`config.mk`:
```
export PLATFORM = sky130hd
export DESIGN_NAME = round_robin_tick_scheduler
export DESIGN_NICKNAME = d
export VERILOG_FILES = /design/src/hw/rtl/rrts_pkg.sv /design/src/hw/rtl/round_robin_tick_scheduler.sv /design/src/hw/rtl/rrts_ram.sv /design/src/hw/rtl/rrts_ctrl.sv /design/src/hw/rtl/rrts_dp.sv
export SDC_FILE = /design/constraint.sdc
export NUM_CORES = 1
export LEC_CHECK = 0
export ABC_CLOCK_PERIOD_IN_PS = 4800
export BUFFER_PORTS_ARGS = -buffer_cell sky130_fd_sc_hd__clkbuf_2
export CAP_MARGIN = 20
export CORE_MARGIN = 4
export CORE_UTILIZATION = 61
export CTS_CLUSTER_SIZE = 20
export DETAILED_ROUTE_END_ITERATION = 6
export GPL_TIMING_DRIVEN = 0
export PLACE_DENSITY = 0.79
export SYNTH_ARGS = -nofsm -noshare
export SYNTH_HDL_FRONTEND = slang
export SYNTH_HIERARCHICAL = 1
export SYNTH_SLANG_ARGS = --single-unit
```
`constraint.sdc`:
```
create_clock -name i_clk -period 4.8 [get_ports i_clk]
set_input_delay 0.72 -clock i_clk [delete_from_list [all_inputs] [get_ports i_clk]]
set_output_delay 0.72 -clock i_clk [all_outputs]
set_load 0.01 [all_outputs]
```
`src/hw/rtl/rrts_pkg.sv`:
```
package rrts_pkg;

    // queue geometry
    localparam int QUEUE_DEPTH = 16;
    localparam int PTR_W       = (QUEUE_DEPTH > 1) ? $clog2(QUEUE_DEPTH) : 1;
    localparam int CNT_W       = $clog2(QUEUE_DEPTH + 1);

    // field widths
    localparam int ID_W    = 8;
    localparam int REM_W   = 16;
    localparam int TIME_W  = 32;
    localparam int ENTRY_W = ID_W + REM_W;

    // request codes
    localparam logic REQ_ARRIVAL = 1'b0;
    localparam logic REQ_TICK    = 1'b1;

    // commands from the controller to the datapath
    typedef struct packed {
        logic capture;    // latch the incoming word
        logic push_held;  // move a held entry into the queue tail
        logic arr_step;   // finish an arrival and load the result
        logic tick_step;  // serve the head slot and load the result
    } t_cmd;

endpackage

```
`src/hw/rtl/round_robin_tick_scheduler.sv`:
```
// channel | direction | handshake               | word
// --------+-----------+-------------------------+------------------------------------------
// in      | input     | i_in_valid / o_in_stall | i_req_type, i_proc_id, i_burst_time
// out     | output    | o_out_valid / i_out_stall | o_accepted, o_rejected, o_ran_valid,
//         |           |                         | o_ran_id, o_finished, o_slot_time
//
// an arrival passes through S_ARR, a tick through S_PUSH, S_READ and S_SERVE, before the next acceptance
// a tick costs more because the held entry is written into the queue ram (one write port)
// before the head is read, and the ram read is registered
// one word is in work at a time; a result waiting on i_out_stall holds the block
// reset (synchronous, active low) empties the queue and clears the held entry and time
module round_robin_tick_scheduler (
    input  logic                         i_clk,
    input  logic                         i_rst_n,
    input  logic                         i_in_valid,
    output logic                         o_in_stall,
    input  logic                         i_req_type,
    input  logic [rrts_pkg::ID_W-1:0]    i_proc_id,
    input  logic [rrts_pkg::REM_W-1:0]   i_burst_time,
    output logic                         o_out_valid,
    input  logic                         i_out_stall,
    output logic                         o_accepted,
    output logic                         o_rejected,
    output logic                         o_ran_valid,
    output logic [rrts_pkg::ID_W-1:0]    o_ran_id,
    output logic                         o_finished,
    output logic [rrts_pkg::TIME_W-1:0]  o_slot_time
);
    import rrts_pkg::*;

    t_cmd cmd;
    logic out_free;

    // sequencer
    rrts_ctrl u_ctrl (
        .i_clk      (i_clk),
        .i_rst_n    (i_rst_n),
        .i_in_valid (i_in_valid),
        .i_req_type (i_req_type),
        .i_out_free (out_free),
        .o_in_stall (o_in_stall),
        .o_cmd      (cmd)
    );

    // queue, held entry, time and result register
    rrts_dp u_dp (
        .i_clk        (i_clk),
        .i_rst_n      (i_rst_n),
        .i_cmd        (cmd),
        .i_proc_id    (i_proc_id),
        .i_burst_time (i_burst_time),
        .i_out_stall  (i_out_stall),
        .o_out_free   (out_free),
        .o_out_valid  (o_out_valid),
        .o_accepted   (o_accepted),
        .o_rejected   (o_rejected),
        .o_ran_valid  (o_ran_valid),
        .o_ran_id     (o_ran_id),
        .o_finished   (o_finished),
        .o_slot_time  (o_slot_time)
    );

endmodule

```
`src/hw/rtl/rrts_ram.sv`:
```
module rrts_ram #(
    parameter int WIDTH = 8,
    parameter int DEPTH = 16
) (
    input  logic                                      i_clk,
    input  logic                                      i_we,
    input  logic [((DEPTH > 1) ? $clog2(DEPTH) : 1)-1:0] i_waddr,
    input  logic [WIDTH-1:0]                          i_wdata,
    input  logic [((DEPTH > 1) ? $clog2(DEPTH) : 1)-1:0] i_raddr,
    output logic [WIDTH-1:0]                          o_rdata
);

    logic [WIDTH-1:0] r_mem [DEPTH];

    // single write port, registered read
    always_ff @(posedge i_clk) begin
        if (i_we) begin
            r_mem[i_waddr] <= i_wdata;
        end
        o_rdata <= r_mem[i_raddr];
    end

endmodule

```
`src/hw/rtl/rrts_ctrl.sv`:
```
module rrts_ctrl (
    input  logic          i_clk,
    input  logic          i_rst_n,
    input  logic          i_in_valid,
    input  logic          i_req_type,
    input  logic          i_out_free,
    output logic          o_in_stall,
    output rrts_pkg::t_cmd o_cmd
);
    import rrts_pkg::*;

    localparam logic [2:0] S_IDLE  = 3'd0;
    localparam logic [2:0] S_ARR   = 3'd1;
    localparam logic [2:0] S_PUSH  = 3'd2;
    localparam logic [2:0] S_READ  = 3'd3;
    localparam logic [2:0] S_SERVE = 3'd4;

    logic [2:0] r_state;
    logic [2:0] n_state;
    logic       accept;

    assign o_in_stall = (r_state != S_IDLE);
    assign accept     = i_in_valid && (r_state == S_IDLE);

    // next state and commands
    always_comb begin
        n_state = r_state;
        o_cmd   = '0;
        case (r_state)
            S_IDLE: begin
                if (accept) begin
                    o_cmd.capture = 1'b1;
                    n_state = (i_req_type == REQ_TICK) ? S_PUSH : S_ARR;
                end
            end
            S_ARR: begin
                if (i_out_free) begin
                    o_cmd.arr_step = 1'b1;
                    n_state = S_IDLE;
                end
            end
            S_PUSH: begin
                o_cmd.push_held = 1'b1;
                n_state = S_READ;
            end
            S_READ: begin
                n_state = S_SERVE;
            end
            S_SERVE: begin
                if (i_out_free) begin
                    o_cmd.tick_step = 1'b1;
                    n_state = S_IDLE;
                end
            end
            default: begin
                n_state = S_IDLE;
            end
        endcase
    end

    // state register
    always_ff @(posedge i_clk) begin
        if (!i_rst_n) begin
            r_state <= S_IDLE;
        end else begin
            r_state <= n_state;
        end
    end

endmodule

```
`src/hw/rtl/rrts_dp.sv`:
```
module rrts_dp (
    input  logic                         i_clk,
    input  logic                         i_rst_n,
    input  rrts_pkg::t_cmd               i_cmd,
    input  logic [rrts_pkg::ID_W-1:0]    i_proc_id,
    input  logic [rrts_pkg::REM_W-1:0]   i_burst_time,
    input  logic                         i_out_stall,
    output logic                         o_out_free,
    output logic                         o_out_valid,
    output logic                         o_accepted,
    output logic                         o_rejected,
    output logic                         o_ran_valid,
    output logic [rrts_pkg::ID_W-1:0]    o_ran_id,
    output logic                         o_finished,
    output logic [rrts_pkg::TIME_W-1:0]  o_slot_time
);
    import rrts_pkg::*;

    // captured word
    logic [ID_W-1:0]  r_id;
    logic [REM_W-1:0] r_burst;

    // queue and scheduler state
    logic [PTR_W-1:0]  r_head;
    logic [PTR_W-1:0]  r_tail;
    logic [CNT_W-1:0]  r_count;
    logic              r_held_valid;
    logic [ID_W-1:0]   r_held_id;
    logic [REM_W-1:0]  r_held_rem;
    logic [TIME_W-1:0] r_time;

    logic               we;
    logic [ENTRY_W-1:0] wdata;
    logic [ENTRY_W-1:0] rdata;
    logic [CNT_W:0]     used;
    logic               arr_ok;
    logic               do_push;
    logic               do_pop;
    logic               has_head;
    logic [REM_W-1:0]   rem_dec;
    logic               rem_zero;
    logic [PTR_W-1:0]   tail_nxt;
    logic [PTR_W-1:0]   head_nxt;

    // pointer wrap
    assign tail_nxt = (r_tail == PTR_W'(QUEUE_DEPTH - 1)) ? '0 : r_tail + PTR_W'(1);
    assign head_nxt = (r_head == PTR_W'(QUEUE_DEPTH - 1)) ? '0 : r_head + PTR_W'(1);

    // arrival admission
    assign used   = {1'b0, r_count} + {{CNT_W{1'b0}}, r_held_valid};
    assign arr_ok = (r_burst != '0) && (used < (CNT_W + 1)'(QUEUE_DEPTH));

    // head service
    assign has_head = (r_count != '0);
    assign rem_dec  = rdata[REM_W-1:0] - REM_W'(1);
    assign rem_zero = (rem_dec == '0);

    assign do_push = (i_cmd.push_held && r_held_valid) || (i_cmd.arr_step && arr_ok);
    assign do_pop  = i_cmd.tick_step && has_head;

    assign we    = do_push;
    assign wdata = i_cmd.push_held ? {r_held_id, r_held_rem} : {r_id, r_burst};

    rrts_ram #(
        .WIDTH (ENTRY_W),
        .DEPTH (QUEUE_DEPTH)
    ) u_queue (
        .i_clk   (i_clk),
        .i_we    (we),
        .i_waddr (r_tail),
        .i_wdata (wdata),
        .i_raddr (r_head),
        .o_rdata (rdata)
    );

    assign o_out_free = !o_out_valid || !i_out_stall;

    // input capture
    always_ff @(posedge i_clk) begin
        if (i_cmd.capture) begin
            r_id    <= i_proc_id;
            r_burst <= i_burst_time;
        end
    end

    // queue pointers, count, held entry and time
    always_ff @(posedge i_clk) begin
        if (!i_rst_n) begin
            r_head       <= '0;
            r_tail       <= '0;
            r_count      <= '0;
            r_held_valid <= 1'b0;
            r_held_id    <= '0;
            r_held_rem   <= '0;
            r_time       <= '0;
        end else begin
            if (do_push) begin
                r_tail  <= tail_nxt;
                r_count <= r_count + CNT_W'(1);
            end
            if (i_cmd.push_held) begin
                r_held_valid <= 1'b0;
            end
            if (do_pop) begin
                r_head  <= head_nxt;
                r_count <= r_count - CNT_W'(1);
                if (!rem_zero) begin
                    r_held_valid <= 1'b1;
                    r_held_id    <= rdata[ENTRY_W-1:REM_W];
                    r_held_rem   <= rem_dec;
                end
            end
            if (i_cmd.tick_step) begin
                r_time <= r_time + TIME_W'(1);
            end
        end
    end

    // output valid
    always_ff @(posedge i_clk) begin
        if (!i_rst_n) begin
            o_out_valid <= 1'b0;
        end else if (i_cmd.arr_step || i_cmd.tick_step) begin
            o_out_valid <= 1'b1;
        end else if (!i_out_stall) begin
            o_out_valid <= 1'b0;
        end
    end

    // output word
    always_ff @(posedge i_clk) begin
        if (i_cmd.arr_step || i_cmd.tick_step) begin
            o_accepted  <= i_cmd.arr_step && arr_ok;
            o_rejected  <= i_cmd.arr_step && !arr_ok;
            o_ran_valid <= do_pop;
            o_ran_id    <= do_pop ? rdata[ENTRY_W-1:REM_W] : '0;
            o_finished  <= do_pop && rem_zero;
            o_slot_time <= r_time;
        end
    end

endmodule

```
==> results.md <==
- Share of layout cells above drive strength 1: 0.2377
- Post-DP HPWL: 31.78 mm
- Final setup fails: 0
- Worst Slack Setup Final: 0.7430 ns
- Horiz. Die Dim: 194.7 µm
- CTS resizes: 0
- CTS root buffer: clkbuf_16
- Post-layout min period: 4.057 ns
- Placed insts: 1,761
- DP Area: 0.02268 mm²
- DRT antenna net count: 0
- Die ar.: 0.03790 mm²
- Total gr overflow: 0
- First-pass DRT Iterations: 5
- Top FF cell, synth: edfxtp_1
- Antenna diodes: 0
- Final Max Slew Viols: 0
- Starting Density: 0.6170
- Status: finished, final reports clean
- Worst setup SP type: flop
- Post-synthesis cell area: 0.02126 mm²
- Final hold vios: 0
- Ys async rst share: 0
- Max-slew headroom: 0.2335
- Finished Core Util: 0.7047
- Std cell rows: 68
- Via density: 6.505
- Distinct cell type count after synthesis: 67
- Io pins: 75
- Area growth, synth to finish: 14.23%
- First-pass GRT wire length: 75.74 mm
- CTS H-tree lvls: 2
- WL per Instance: 27.27 µm
- Worst-Skew Late Latency: 0.58 ns
- Hold Buf Count CTS: 0
- Maximum clock insertion buffer count: 3
- Worst min-delay path class: in -> reg
- Largest net degree at the start of global routing: 45
- Post-Layout Cell Count: 1,856
- Die height: 194.7 µm
- Pleak: 8.017 nW
- Syn_area_per_cell: 17.56 µm²
- TritonCTS clock tree: built
- WP data required: 5.06 ns
- Nets: 1,397
- Worst VDD drop: 282.8 µV
- Critical Path Sink Type: flop
- Post-Synthesis Cells: 1,211
- Gpl congestion: 0.8489
- Routed wire length: 50.61 mm
- Routed via count: 12,070
- IO Port Bufs: 74
- Hold slack final: 0.3248 ns
- Postcts setup bufs: 0
- EDFF count, synth: 452
- Gr usage total: 0.2662
- Initial antenna violation count: 0
- Type of the worst setup path: reg -> reg
- Clock transition at path regs: 0.06 ns
- Most common cell after layout, fill and taps aside: edfxtp_1
- Final worst path period share: 0.8452
- Vias in the first global route: 12,170
- Clock sinks: 550
- Register bit total from synthesis: 550
- Skew final: 0.02747 ns
- Commonest non-fill, non-tap cells in the layout: 452 x edfxtp_1, 98 x dfxtp_1, 96 x mux4_2
- Pre-CTS WS: 0.3754 ns
- Max cap viols: 0
- Core area: 0.03446 mm²
- Total CTS buffers: 51
- Final instance area: 0.02428 mm²
- Ys Warns: 6
- Crit Path Max Fanout: 10
- Starting DRT DRC Count: 1,378
- Fraction of the yosys area taken by sequential cells: 0.7307
- Power Density: 397.3 mW/mm²
- RSZ-0062 raised after global routing: false
- WP data arrival: 4.32 ns
- Slew at the pin closest to its max-slew limit: 1.150 ns
- DR DRC count: 0
- Peak Freq: 246.5 MHz
- Syn nets: 1,249
==> worst paths after layout <==
path	startpoint	to	slack, ns	cells after the start
min reg2reg	u_dp/r_time[16]	u_dp/o_slot_time[16]	0.43	0
min	i_burst_time[12]	u_dp/r_burst[12]	0.32	1
max reg2reg	u_dp/o_out_valid	u_dp/u_queue/r_mem[4][11]	0.74	8
max	u_dp/o_out_valid	u_dp/u_queue/r_mem[4][11]	0.74	8
==> layout make-up <==
type | count | area, µm²
inverter | 15 | 56.30
clock buffer | 76 | 1483
buffer | 63 | 297.8
clock inverter | 19 | 118.9
fill | 2013 | 10170
multi-input combinational | 583 | 5483
tap | 455 | 569.3
timing repair buffer | 95 | 740.7
sequential | 550 | 15530
==> per-layer routing <==
| layer | wire length [µm] | GRT usage | vias to the layer above | part of all wire |
|---|---|---|---|---|
| li1 | - | - | 5154 | - |
| met1 | 18480 | 0.3490 | 6077 | 0.37 |
| met2 | 25710 | 0.4548 | 719 | 0.51 |
| met3 | 4559 | 0.04732 | 124 | 0.090 |
| met4 | 1868 | 0.09583 | 0 | 0.037 |
| met5 | 0 | 0 | - | 0 |
==> cell usage after synthesis, types with 11 or more instances <==
library cell | n | area share
edfxtp_1 | 452 | 0.64
dfxtp_1 | 98 | 0.092
mux4_2 | 96 | 0.10
nor2_1 | 61 | 0.011
nand2_1 | 54 | 0.0095
a22oi_1 | 48 | 0.017
clkbuf_1 | 44 | 0.0078
nand3_1 | 26 | 0.0061
a21oi_1 | 25 | 0.0059
mux2_2 | 24 | 0.013
xor2_1 | 21 | 0.0087
nand4_1 | 19 | 0.0056
xnor2_1 | 19 | 0.0078
and3_1 | 17 | 0.0050
o21ai_0 | 16 | 0.0038
inv_1 | 14 | 0.0025
and2_1 | 13 | 0.0038
buf_2 | 13 | 0.0031
nor3_1 | 13 | 0.0031
a32oi_1 | 11 | 0.0045
or3_1 | 11 | 0.0032
==> metrics by stage <==
stage / setup TNS, ns / power, W
global placement: -327.62 / 0.005844
CTS: 0 / 0.009686
detailed placement: 0 / 0.005880
finish: 0 / 0.009647
floorplan: 0 / 0.005693
global route: 0 / 0.009941
==> state kept, by name (all words and copies together) (netlist names), 3 cells and up <==
register and count:
u_dp/r_tail 4, u_dp/r_held_rem 16, u_dp/u_queue/r_mem 384, u_dp/r_held_id 8, u_dp/o_ran_id 8, u_dp/r_count 5
u_dp/u_queue/o_rdata 24, u_dp/r_time 32, u_dp/r_burst 16, u_dp/o_slot_time 32, u_dp/r_id 8, u_ctrl/r_state 3
u_dp/r_head 4
==> critical path, cell delays in order, from the launching register on <==
cell,delay (ns)
dfxtp_1,0.31
nand2_1,0.13
nor4bb_1,0.70
a32oi_1,0.61
inv_1,0.30
nand3b_1,0.32
nor3_2,0.91
buf_6,0.28
buf_6,0.18
==> where the power goes <==
part	internal [W]	switching (W)	total, W	leakage, nW
Sequential	0.00532	0.0000560	0.00537	4.93
Clock	0.00219	0.00167	0.00385	0.788
Combinational	0.000127	0.000292	0.000420	2.30
==> logic make-up (layout without fill, tap and decap cells) <==
| logic type | Yosys count | in the layout | synth area share |
|---|---|---|---|
| AOI/OAI and AO/OA | 146 | 146 | 0.04879 |
| xor gates and xnor gates | 40 | 40 | 0.01648 |
| buffers and inverters | 78 | 268 | 0.01666 |
| DFF | 550 | 550 | 0.7307 |
| adders and majority gates | 9 | 9 | 0.005650 |
| muxes | 123 | 123 | 0.1158 |
| and+or+nand+nor | 265 | 265 | 0.06586 |
Note: power is estimated with default switching activity, not from simulation.
